## src/hfa_pkg.sv

```systemverilog
// hfa_pkg: shared types, codes and field widths of the hole fit allocator.
// No dependencies; every other file of the block but hfa_ram uses this package.
`default_nettype none

package hfa_pkg;

  // Fixed field widths of the request, response and register channels
  localparam int unsigned FUNC_W     = 1;
  localparam int unsigned SLOT_W     = 4;
  localparam int unsigned AMOUNT_W   = 16;
  localparam int unsigned MODE_W     = 2;
  localparam int unsigned COUNT_W    = 5;
  localparam int unsigned CFG_IDX_W  = 2;
  localparam int unsigned CFG_DATA_W = 5;

  // Default sizing of the hole table
  localparam int unsigned DEF_MAX_HOLES = 16;
  localparam int unsigned DEF_SIZE_BITS = 16;

  typedef enum logic [FUNC_W-1:0] {
    FUNC_LOAD    = 1'b0,
    FUNC_REQUEST = 1'b1
  } func_e;

  // Code 3 is not a policy and falls back to first fit
  typedef enum logic [MODE_W-1:0] {
    FIT_FIRST = 2'd0,
    FIT_BEST  = 2'd1,
    FIT_WORST = 2'd2
  } fit_mode_e;

  typedef enum logic [CFG_IDX_W-1:0] {
    CFG_FIT_MODE   = 2'd0,
    CFG_HOLE_COUNT = 2'd1
  } cfg_idx_e;

  typedef enum logic [2:0] {
    ST_IDLE   = 3'b001,
    ST_SCAN   = 3'b010,
    ST_UPDATE = 3'b100
  } state_e;

  // Control handed to the fit compare unit with every hole examined
  typedef struct packed {
    fit_mode_e mode;
    logic      found;
  } fit_ctrl_t;

endpackage

`default_nettype wire

```

## src/hfa_if.sv

```systemverilog
// hfa_if: valid/ready channel interfaces of the hole fit allocator
// (request in, response out, register write). Depends on hfa_pkg.
`default_nettype none

interface hfa_req_if;
  logic                          valid;
  logic                          ready;
  logic [hfa_pkg::FUNC_W-1:0]    func;
  logic [hfa_pkg::SLOT_W-1:0]    hole_slot;
  logic [hfa_pkg::AMOUNT_W-1:0]  amount;

  modport source (output valid, func, hole_slot, amount, input ready);
  modport sink   (input valid, func, hole_slot, amount, output ready);
endinterface

interface hfa_rsp_if;
  logic                          valid;
  logic                          ready;
  logic                          granted;
  logic [hfa_pkg::SLOT_W-1:0]    chosen_hole;
  logic [hfa_pkg::AMOUNT_W-1:0]  left_over;

  modport source (output valid, granted, chosen_hole, left_over, input ready);
  modport sink   (input valid, granted, chosen_hole, left_over, output ready);
endinterface

interface hfa_cfg_if;
  logic                           valid;
  logic                           ready;
  logic [hfa_pkg::CFG_IDX_W-1:0]  reg_idx;
  logic [hfa_pkg::CFG_DATA_W-1:0] wdata;

  modport source (output valid, reg_idx, wdata, input ready);
  modport sink   (input valid, reg_idx, wdata, output ready);
endinterface

`default_nettype wire

```

## src/hole_fit_allocator.sv

```systemverilog
// hole_fit_allocator: top level; sequencer, register file and response stage.
// Depends on hfa_pkg, hfa_if, hfa_ram and hfa_fit_unit.
//
// A load request writes one hole size; loads can arrive back to back. An
// allocation request keeps the sequencer busy from acceptance until the next
// request can be taken: the table sits in a RAM with one read port, so the
// sequencer reads min(hole_count, MAX_HOLES) holes, one per cycle, through
// the shared fit compare unit, then judges the last hole read, then in its
// update step writes back the shrunk hole and loads the response register.
// With a count of zero it goes straight to the update step. The response
// register lets a new request enter while a response waits; only a finishing
// allocation holds in its update step until the response slot is free.
// Registers may be written only while no allocation is in flight.
`default_nettype none

module hole_fit_allocator #(
  parameter int unsigned MAX_HOLES = hfa_pkg::DEF_MAX_HOLES,
  parameter int unsigned SIZE_BITS = hfa_pkg::DEF_SIZE_BITS
) (
  input  wire logic clk_i,
  input  wire logic rst_ni,
  hfa_cfg_if.sink   cfg_i,
  hfa_req_if.sink   req_i,
  hfa_rsp_if.source rsp_o
);
  import hfa_pkg::*;

  localparam int unsigned IDX_W = (MAX_HOLES > 1) ? $clog2(MAX_HOLES) : 1;
  localparam int unsigned CNT_W = $clog2(MAX_HOLES + 1);

  // Configuration registers
  logic [MODE_W-1:0]  mode_q;
  logic [COUNT_W-1:0] hcount_q;

  // Sequencer state
  state_e               state_q, state_d;
  logic [SIZE_BITS-1:0] amt_q, amt_d;
  logic [CNT_W-1:0]     limit_q, limit_d;
  logic [CNT_W-1:0]     rcnt_q, rcnt_d;
  logic                 ev_vld_q, ev_vld_d;
  logic [IDX_W-1:0]     ev_idx_q, ev_idx_d;
  logic                 found_q, found_d;
  logic [IDX_W-1:0]     pick_q, pick_d;
  logic [SIZE_BITS-1:0] best_q, best_d;

  // Response register
  logic                rsp_vld_q, rsp_vld_d;
  logic                rsp_grant_q, rsp_grant_d;
  logic [SLOT_W-1:0]   rsp_hole_q, rsp_hole_d;
  logic [AMOUNT_W-1:0] rsp_left_q, rsp_left_d;

  // RAM ports
  logic                 ram_we;
  logic [IDX_W-1:0]     ram_waddr;
  logic [SIZE_BITS-1:0] ram_wdata;
  logic [IDX_W-1:0]     ram_raddr;
  logic [SIZE_BITS-1:0] ram_rdata;

  logic                 take;
  fit_ctrl_t            fit_ctrl;
  logic                 req_acc;
  logic                 cfg_acc;
  logic [SIZE_BITS-1:0] amt_in;
  logic [SIZE_BITS-1:0] remain;
  logic [8:0]           slot_ext;
  logic [8:0]           lim_ext;
  logic [8:0]           max_ext;
  logic [31:0]          amt_wide;
  logic [31:0]          remain_wide;
  logic [8:0]           pick_wide;

  assign cfg_i.ready = 1'b1;
  assign cfg_acc     = cfg_i.valid && cfg_i.ready;

  always_ff @(posedge clk_i or negedge rst_ni) begin
    if (!rst_ni) begin
      mode_q   <= '0;
      hcount_q <= '0;
    end else if (cfg_acc) begin
      unique case (cfg_idx_e'(cfg_i.reg_idx))
        CFG_FIT_MODE:   mode_q   <= cfg_i.wdata[MODE_W-1:0];
        CFG_HOLE_COUNT: hcount_q <= cfg_i.wdata[COUNT_W-1:0];
        default: ;
      endcase
    end
  end

  assign req_i.ready = (state_q == ST_IDLE);
  assign req_acc     = req_i.valid && req_i.ready;

  // Bring amounts and indexes into table width
  assign amt_wide    = 32'(req_i.amount);
  assign amt_in      = amt_wide[SIZE_BITS-1:0];
  assign slot_ext    = 9'(req_i.hole_slot);
  assign max_ext     = 9'(MAX_HOLES);
  assign lim_ext     = (9'(hcount_q) > max_ext) ? max_ext : 9'(hcount_q);
  assign remain      = best_q - amt_q;
  assign remain_wide = 32'(remain);
  assign pick_wide   = 9'(pick_q);

  assign fit_ctrl.mode  = fit_mode_e'(mode_q);
  assign fit_ctrl.found = found_q;

  hfa_fit_unit #(
    .SIZE_BITS(SIZE_BITS)
  ) u_fit (
    .size_i  (ram_rdata),
    .amount_i(amt_q),
    .best_i  (best_q),
    .ctrl_i  (fit_ctrl),
    .take_o  (take)
  );

  always_comb begin
    state_d     = state_q;
    amt_d       = amt_q;
    limit_d     = limit_q;
    rcnt_d      = rcnt_q;
    ev_vld_d    = 1'b0;
    ev_idx_d    = ev_idx_q;
    found_d     = found_q;
    pick_d      = pick_q;
    best_d      = best_q;
    rsp_vld_d   = rsp_vld_q && !rsp_o.ready;
    rsp_grant_d = rsp_grant_q;
    rsp_hole_d  = rsp_hole_q;
    rsp_left_d  = rsp_left_q;
    ram_we      = 1'b0;
    ram_waddr   = slot_ext[IDX_W-1:0];
    ram_wdata   = amt_in;
    ram_raddr   = rcnt_q[IDX_W-1:0];

    unique case (state_q)
      ST_IDLE: begin
        if (req_acc) begin
          if (func_e'(req_i.func) == FUNC_LOAD) begin
            // Drop loads aimed past the table
            ram_we = (slot_ext < max_ext);
          end else begin
            amt_d   = amt_in;
            limit_d = lim_ext[CNT_W-1:0];
            rcnt_d  = '0;
            found_d = 1'b0;
            state_d = (lim_ext == 9'd0) ? ST_UPDATE : ST_SCAN;
          end
        end
      end
      ST_SCAN: begin
        // Issue the next read while judging the hole read last cycle
        if (rcnt_q < limit_q) begin
          ev_vld_d = 1'b1;
          ev_idx_d = rcnt_q[IDX_W-1:0];
          rcnt_d   = rcnt_q + 1'b1;
        end
        if (ev_vld_q) begin
          if (take) begin
            found_d = 1'b1;
            pick_d  = ev_idx_q;
            best_d  = ram_rdata;
          end
          if (CNT_W'(ev_idx_q) == limit_q - 1'b1) begin
            state_d = ST_UPDATE;
          end
        end
      end
      ST_UPDATE: begin
        // Hold until the response slot is free
        if (!rsp_vld_q || rsp_o.ready) begin
          ram_we      = found_q;
          ram_waddr   = pick_q;
          ram_wdata   = remain;
          rsp_vld_d   = 1'b1;
          rsp_grant_d = found_q;
          rsp_hole_d  = found_q ? pick_wide[SLOT_W-1:0] : '0;
          rsp_left_d  = found_q ? remain_wide[AMOUNT_W-1:0] : '0;
          state_d     = ST_IDLE;
        end
      end
      default: state_d = ST_IDLE;
    endcase
  end

  always_ff @(posedge clk_i or negedge rst_ni) begin
    if (!rst_ni) begin
      state_q   <= ST_IDLE;
      ev_vld_q  <= 1'b0;
      found_q   <= 1'b0;
      rcnt_q    <= '0;
      limit_q   <= '0;
      rsp_vld_q <= 1'b0;
    end else begin
      state_q   <= state_d;
      ev_vld_q  <= ev_vld_d;
      found_q   <= found_d;
      rcnt_q    <= rcnt_d;
      limit_q   <= limit_d;
      rsp_vld_q <= rsp_vld_d;
    end
  end

  always_ff @(posedge clk_i) begin
    amt_q       <= amt_d;
    ev_idx_q    <= ev_idx_d;
    pick_q      <= pick_d;
    best_q      <= best_d;
    rsp_grant_q <= rsp_grant_d;
    rsp_hole_q  <= rsp_hole_d;
    rsp_left_q  <= rsp_left_d;
  end

  hfa_ram #(
    .WIDTH(SIZE_BITS),
    .DEPTH(MAX_HOLES)
  ) u_table (
    .clk_i  (clk_i),
    .we_i   (ram_we),
    .waddr_i(ram_waddr),
    .wdata_i(ram_wdata),
    .raddr_i(ram_raddr),
    .rdata_o(ram_rdata)
  );

  assign rsp_o.valid       = rsp_vld_q;
  assign rsp_o.granted     = rsp_grant_q;
  assign rsp_o.chosen_hole = rsp_hole_q;
  assign rsp_o.left_over   = rsp_left_q;

`ifndef SYNTH
  a_req_leaves_idle: assert property (@(posedge clk_i) disable iff (!rst_ni)
    (req_acc && func_e'(req_i.func) == FUNC_REQUEST) |=> (state_q != ST_IDLE))
    else $error("allocation request did not start the sequencer");

  a_scan_in_range: assert property (@(posedge clk_i) disable iff (!rst_ni)
    (state_q == ST_SCAN && ev_vld_q) |-> (CNT_W'(ev_idx_q) < limit_q))
    else $error("scan examined a hole past the active count");

  a_pick_fits: assert property (@(posedge clk_i) disable iff (!rst_ni)
    (state_q == ST_UPDATE && found_q) |-> (best_q >= amt_q))
    else $error("chosen hole is smaller than the request");
`endif

endmodule

`default_nettype wire

```

## src/hfa_ram.sv

```systemverilog
// hfa_ram: generic single-write, single-read RAM with registered read data.
// No package dependencies; used for the hole size table.
`default_nettype none

module hfa_ram #(
  parameter int unsigned WIDTH = 16,
  parameter int unsigned DEPTH = 16,
  localparam int unsigned AW = (DEPTH > 1) ? $clog2(DEPTH) : 1
) (
  input  wire logic             clk_i,
  input  wire logic             we_i,
  input  wire logic [AW-1:0]    waddr_i,
  input  wire logic [WIDTH-1:0] wdata_i,
  input  wire logic [AW-1:0]    raddr_i,
  output logic      [WIDTH-1:0] rdata_o
);

  logic [WIDTH-1:0] mem_q [DEPTH];
  logic [WIDTH-1:0] rdata_q;

  always_ff @(posedge clk_i) begin
    if (we_i) begin
      mem_q[waddr_i] <= wdata_i;
    end
    rdata_q <= mem_q[raddr_i];
  end

  assign rdata_o = rdata_q;

endmodule

`default_nettype wire

```

## src/hfa_fit_unit.sv

```systemverilog
// hfa_fit_unit: shared compare unit; decides whether the hole being examined
// replaces the current pick under the active policy. Depends on hfa_pkg.
`default_nettype none

module hfa_fit_unit #(
  parameter int unsigned SIZE_BITS = 16
) (
  input  wire logic [SIZE_BITS-1:0] size_i,
  input  wire logic [SIZE_BITS-1:0] amount_i,
  input  wire logic [SIZE_BITS-1:0] best_i,
  input  wire hfa_pkg::fit_ctrl_t   ctrl_i,
  output logic                      take_o
);
  import hfa_pkg::*;

  logic fits;
  logic better;

  assign fits = (size_i >= amount_i);

  // Ties keep the earlier pick, so only strict improvements win
  always_comb begin
    unique case (ctrl_i.mode)
      FIT_BEST:  better = (size_i < best_i);
      FIT_WORST: better = (size_i > best_i);
      default:   better = 1'b0;
    endcase
  end

  assign take_o = fits && (!ctrl_i.found || better);

endmodule

`default_nettype wire

```

## src/flat_wrapper.sv

```systemverilog
// flat-port wrapper written by rule: the top's interface ports become plain ports
module hole_fit_allocator_flat import hfa_pkg::*;
#(
  parameter int unsigned MAX_HOLES = hfa_pkg::DEF_MAX_HOLES,
  parameter int unsigned SIZE_BITS = hfa_pkg::DEF_SIZE_BITS
)
  (clk_i, rst_ni, cfg_i_valid, cfg_i_reg_idx, cfg_i_wdata, cfg_i_ready, req_i_valid, req_i_func, req_i_hole_slot, req_i_amount, req_i_ready, rsp_o_valid, rsp_o_granted, rsp_o_chosen_hole, rsp_o_left_over, rsp_o_ready);
  hfa_cfg_if cfg_i_i ();
  hfa_req_if req_i_i ();
  hfa_rsp_if rsp_o_i ();
  input  wire logic clk_i;
  input  wire logic rst_ni;
  input wire logic [$bits(cfg_i_i.valid)-1:0] cfg_i_valid;
  input wire logic [$bits(cfg_i_i.reg_idx)-1:0] cfg_i_reg_idx;
  input wire logic [$bits(cfg_i_i.wdata)-1:0] cfg_i_wdata;
  output wire logic [$bits(cfg_i_i.ready)-1:0] cfg_i_ready;
  input wire logic [$bits(req_i_i.valid)-1:0] req_i_valid;
  input wire logic [$bits(req_i_i.func)-1:0] req_i_func;
  input wire logic [$bits(req_i_i.hole_slot)-1:0] req_i_hole_slot;
  input wire logic [$bits(req_i_i.amount)-1:0] req_i_amount;
  output wire logic [$bits(req_i_i.ready)-1:0] req_i_ready;
  output wire logic [$bits(rsp_o_i.valid)-1:0] rsp_o_valid;
  output wire logic [$bits(rsp_o_i.granted)-1:0] rsp_o_granted;
  output wire logic [$bits(rsp_o_i.chosen_hole)-1:0] rsp_o_chosen_hole;
  output wire logic [$bits(rsp_o_i.left_over)-1:0] rsp_o_left_over;
  input wire logic [$bits(rsp_o_i.ready)-1:0] rsp_o_ready;
  assign cfg_i_i.valid = cfg_i_valid;
  assign cfg_i_i.reg_idx = cfg_i_reg_idx;
  assign cfg_i_i.wdata = cfg_i_wdata;
  assign cfg_i_ready = cfg_i_i.ready;
  assign req_i_i.valid = req_i_valid;
  assign req_i_i.func = req_i_func;
  assign req_i_i.hole_slot = req_i_hole_slot;
  assign req_i_i.amount = req_i_amount;
  assign req_i_ready = req_i_i.ready;
  assign rsp_o_valid = rsp_o_i.valid;
  assign rsp_o_granted = rsp_o_i.granted;
  assign rsp_o_chosen_hole = rsp_o_i.chosen_hole;
  assign rsp_o_left_over = rsp_o_i.left_over;
  assign rsp_o_i.ready = rsp_o_ready;
  hole_fit_allocator #(.MAX_HOLES(MAX_HOLES), .SIZE_BITS(SIZE_BITS)) u_core (.clk_i(clk_i), .rst_ni(rst_ni), .cfg_i(cfg_i_i), .req_i(req_i_i), .rsp_o(rsp_o_i));
endmodule
```

## config.mk

```make
export PLATFORM = sky130hd
export DESIGN_NAME = hole_fit_allocator_flat
export DESIGN_NICKNAME = d
export VERILOG_FILES = /design/src/hfa_pkg.sv /design/src/hfa_if.sv /design/src/hole_fit_allocator.sv /design/src/hfa_ram.sv /design/src/hfa_fit_unit.sv /design/src/flat_wrapper.sv
export SDC_FILE = /design/constraint.sdc
export NUM_CORES = 1
export LEC_CHECK = 0
export CELL_PAD_IN_SITES_DETAIL_PLACEMENT = 0
export CELL_PAD_IN_SITES_GLOBAL_PLACEMENT = 2
export CORE_UTILIZATION = 32
export CTS_BUF_LIST = sky130_fd_sc_hd__clkbuf_8
export DETAILED_ROUTE_END_ITERATION = 16
export DONT_BUFFER_PORTS = 1
export PLACE_DENSITY_LB_ADDON = 0.1
export REMOVE_ABC_BUFFERS = 1
export SKIP_LAST_GASP = 1
export SLEW_MARGIN = 5
export SYNTH_ARGS = -nofsm -noshare
export SYNTH_HDL_FRONTEND = slang
export SYNTH_SLANG_ARGS = --single-unit
```

## constraint.sdc

```tcl
create_clock -name clk_i -period 8.47 [get_ports clk_i]
set_input_delay 0 -clock clk_i [delete_from_list [all_inputs] [get_ports clk_i]]
set_output_delay 0 -clock clk_i [all_outputs]
set_load 0.02 [all_outputs]
```

==> impl_metrics.tcl <==
set metrics [dict create \
    status "complete, no violations" \
    rows 79 \
    cts_buffers 61 \
    dp_hpwl_um 23000 \
    root_buffer "clkbuf_8" \
    fin_crit_sh 0.401 \
    synth.avg_cell_area_um2 17.9 \
    cts.sinks 356 \
    hold_slack_ns 0.0601 \
    skew_ns 0.0458 \
    grt_pass1_wl_um 55600 \
    via_count 7956 \
    layout-drive-gt1-share 0.195 \
    drc 0 \
    grt_pass1_vias 8672 \
    cts_tree "done" \
    min_path_type "in2reg" \
    globalplace.congestion 0.826 \
    start_util 0.323 \
    first_pass_iters 5 \
    crit_fanout 16 \
    grt_antenna_before_repair 6 \
    ir_worst_vdd_uv 124 \
    wl_per_cell_um 23.5 \
    p_leak_uw 0.00616 \
    htree_levels 2 \
    ys_types 61 \
    netlist_area_mm2 0.0150 \
    die_x_um 219 \
    clockBufferDepth 3 \
    wl_um 38300 \
    cap_violations 0 \
    path_class "reg2reg" \
    synth-seq-area-share 0.693 \
    slew_headroom 0.305 \
    reg2reg_depth 9 \
    nNetsFinal 1054 \
    finalHoldViolations 0 \
    async_flop_share 0.0646 \
    max_freq_mhz 295 \
    p_per_area_mw_per_mm2 247 \
    yosys_warnings 0 \
    postRouteAntennaNets 0 \
    clk_latency_ns 0.68 \
    finalCriticalPeriod_ns 3.39 \
    total_power_uw 4340 \
    nFillCells 4352 \
    critPathRequiredTime_ns 8.77 \
    synth_ff_type "edfxtp_1" \
    clkSlewWorstSetupHoldPaths_ns 0.06 \
    coreArea_mm2 0.0465 \
    critPathLaunchType "register" \
    grt_start_max_net_pins 69 \
    cp-end-kind "register" \
    synth_edf_count 317 \
    crit_arrival_ns 3.69 \
    rsz0062_at_grt "false" \
    worstHoldPathCells 1 \
    portBuffers 0 \
    dieArea_mm2 0.0478 \
    post_cts_resized 0 \
    via_per_inst 4.89 \
    synth-seq-cells 356 \
    drv_slew 0 \
    syn-instance-count 841 \
    finalSetupTns_ns 0 \
    first_iter_violations 536 \
    max_slew.worst_pin.slew_ns 1.04 \
    overflow 0 \
    setup_viol 0 \
    area_growth_syn_to_layout_pct 17.0 \
    grt_util_all_layers 0.164 \
    die_h_um 219 \
    ios 57 \
]
[cells in the mapped netlist, drive strengths merged, types with 2 or more instances]
cell | n | share of area
a211oi | 6 | 0.0030
a21oi | 20 | 0.0067
ha | 55 | 0.046
a21o | 10 | 0.0050
o211ai | 3 | 0.0015
nor3 | 3 | 0.0010
a41oi | 2 | 0.0012
nand4 | 9 | 0.0037
a2111oi | 2 | 0.0012
nand2 | 41 | 0.010
nand3 | 8 | 0.0027
and2 | 15 | 0.0062
nor2b | 6 | 0.0025
mux4 | 80 | 0.12
buf | 17 | 0.010
o31ai | 4 | 0.0020
clkbuf | 5 | 0.0015
and3 | 4 | 0.0017
nand2b | 5 | 0.0021
dfrtp | 22 | 0.037
a31oi | 7 | 0.0033
o21a | 5 | 0.0026
o21bai | 2 | 0.0010
nand3b | 5 | 0.0025
inv | 50 | 0.012
xnor2 | 14 | 0.0082
mux2 | 14 | 0.010
edfxtp | 317 | 0.63
o21ai | 28 | 0.0093
nor2 | 38 | 0.0095
nor3b | 4 | 0.0020
xor2 | 6 | 0.0035
dlygate4sd1 | 2 | 0.0012
dfxtp | 16 | 0.021
[through the flow]
step	instance area (um^2)	utilization	std cells	setup slack (ns)
2_1_floorplan	14800	-	817	4.71
3_3_place_gp	15800	0.341	1454	5.25
3_5_place_dp	15800	0.341	1454	5.15
4_1_cts	17600	0.378	1625	5.04
5_1_grt	17600	0.378	1625	4.83
6_report	17600	0.378	1626	5.08
[worst max-delay path, cell delays in order (launching register included)]
cell and delay, ns:
edfxtp_1 0.41, inv_1 0.10, ha_1 0.22, nor2b_1 0.15
o31ai_1 0.34, a32oi_2 0.25, a31oi_1 0.39, o21ai_1 0.13
xnor2_1 0.19, o21ai_1 0.82
[flip-flops by register name, summed over array words and instances (netlist names), 5 cells and up]
signal / flops
u_core.rcnt_q: 5
u_core.amt_q: 16
u_core.u_table.rdata_o: 16
u_core.hcount_q: 5
u_core.u_table.mem_q: 256
u_core.rsp_o.left_over: 16
u_core.best_q: 16
u_core.limit_q: 5
[report_power, final]
group          internal (uW)  total (uW)  switching (uW)  leakage (uW)
Clock                    783        1510             722      0.000699
Sequential              2020        2110            87.6       0.00329
Combinational            341         718             377       0.00217
Total                   3150        4340            1190       0.00616
[logic make-up after synthesis]
logic type | after synthesis | synth area share
flip-flops | 356 | 0.693
AO/OA/AOI/OAI | 97 | 0.0420
other | 1 | 0.000250
XOR/XNOR | 20 | 0.0117
adder cells (fa/ha/maj) | 56 | 0.0471
AND/OR/NAND/NOR | 141 | 0.0456
multiplexers | 95 | 0.134
buffers and inverters | 75 | 0.0258
[layout by cell type (no fill, tap or decap), types with 19 or more instances in the layout]
master,count
edfxtp_1,317
a21oi_1,19
inv_1,74
dlygate4sd3_1,53
clkbuf_8,66
mux4_2,67
nor2_1,38
buf_4,30
o21ai_0,21
nand2_1,41
ha_1,55
dfrtp_1,20
[final timing paths]
| check | start | to | slack [ns] |
|---|---|---|---|
| max in group asynchronous | rst_ni | u_core.state_q[0] | 7.85 |
| min in group asynchronous | rst_ni | u_core.hcount_q[3] | 0.38 |
| setup / recovery | u_core.amt_q[1] | u_core.u_table.mem_q[13][13] | 5.08 |
| hold reg to reg | u_core.u_table.rdata_o[0] | u_core.best_q[0] | 0.44 |
| hold / removal | req_i_amount[15] | u_core.amt_q[15] | 0.06 |
| setup reg to reg | u_core.amt_q[1] | u_core.u_table.mem_q[13][13] | 5.08 |
[per-layer routing]
| metal | vias to the layer above | global-route usage | share of wire | wire (um) |
|---|---|---|---|---|
| li1 | 3586 | - | - | - |
| met1 | 4120 | 0.206 | 0.43 | 16500 |
| met2 | 181 | 0.284 | 0.50 | 19300 |
| met3 | 69 | 0.0295 | 0.042 | 1600 |
| met4 | 0 | 0.0576 | 0.023 | 882 |
| met5 | - | 0 | 0 | 0 |
[area by class of cell]
| cell class | instances | area (um^2) | area share |
|---|---|---|---|
| sequential | 356 | 10400 | 0.593 |
| multi-input combinational | 410 | 4220 | 0.240 |
| clock buffer | 66 | 908 | 0.0517 |
| timing repair buffer | 85 | 796 | 0.0453 |
| tap | 607 | 759 | 0.0432 |
| clock inverter | 50 | 280 | 0.0159 |
| inverter | 51 | 191 | 0.0109 |
| antenna | 1 | 2.50 | 0.000142 |
[timing repair]
action                                 CTS  global route
hold buffers                            55             0
endpoints found under the hold margin  316             0
setup buffers                            0             0
No activity file was read; power rests on OpenSTA's default activity.
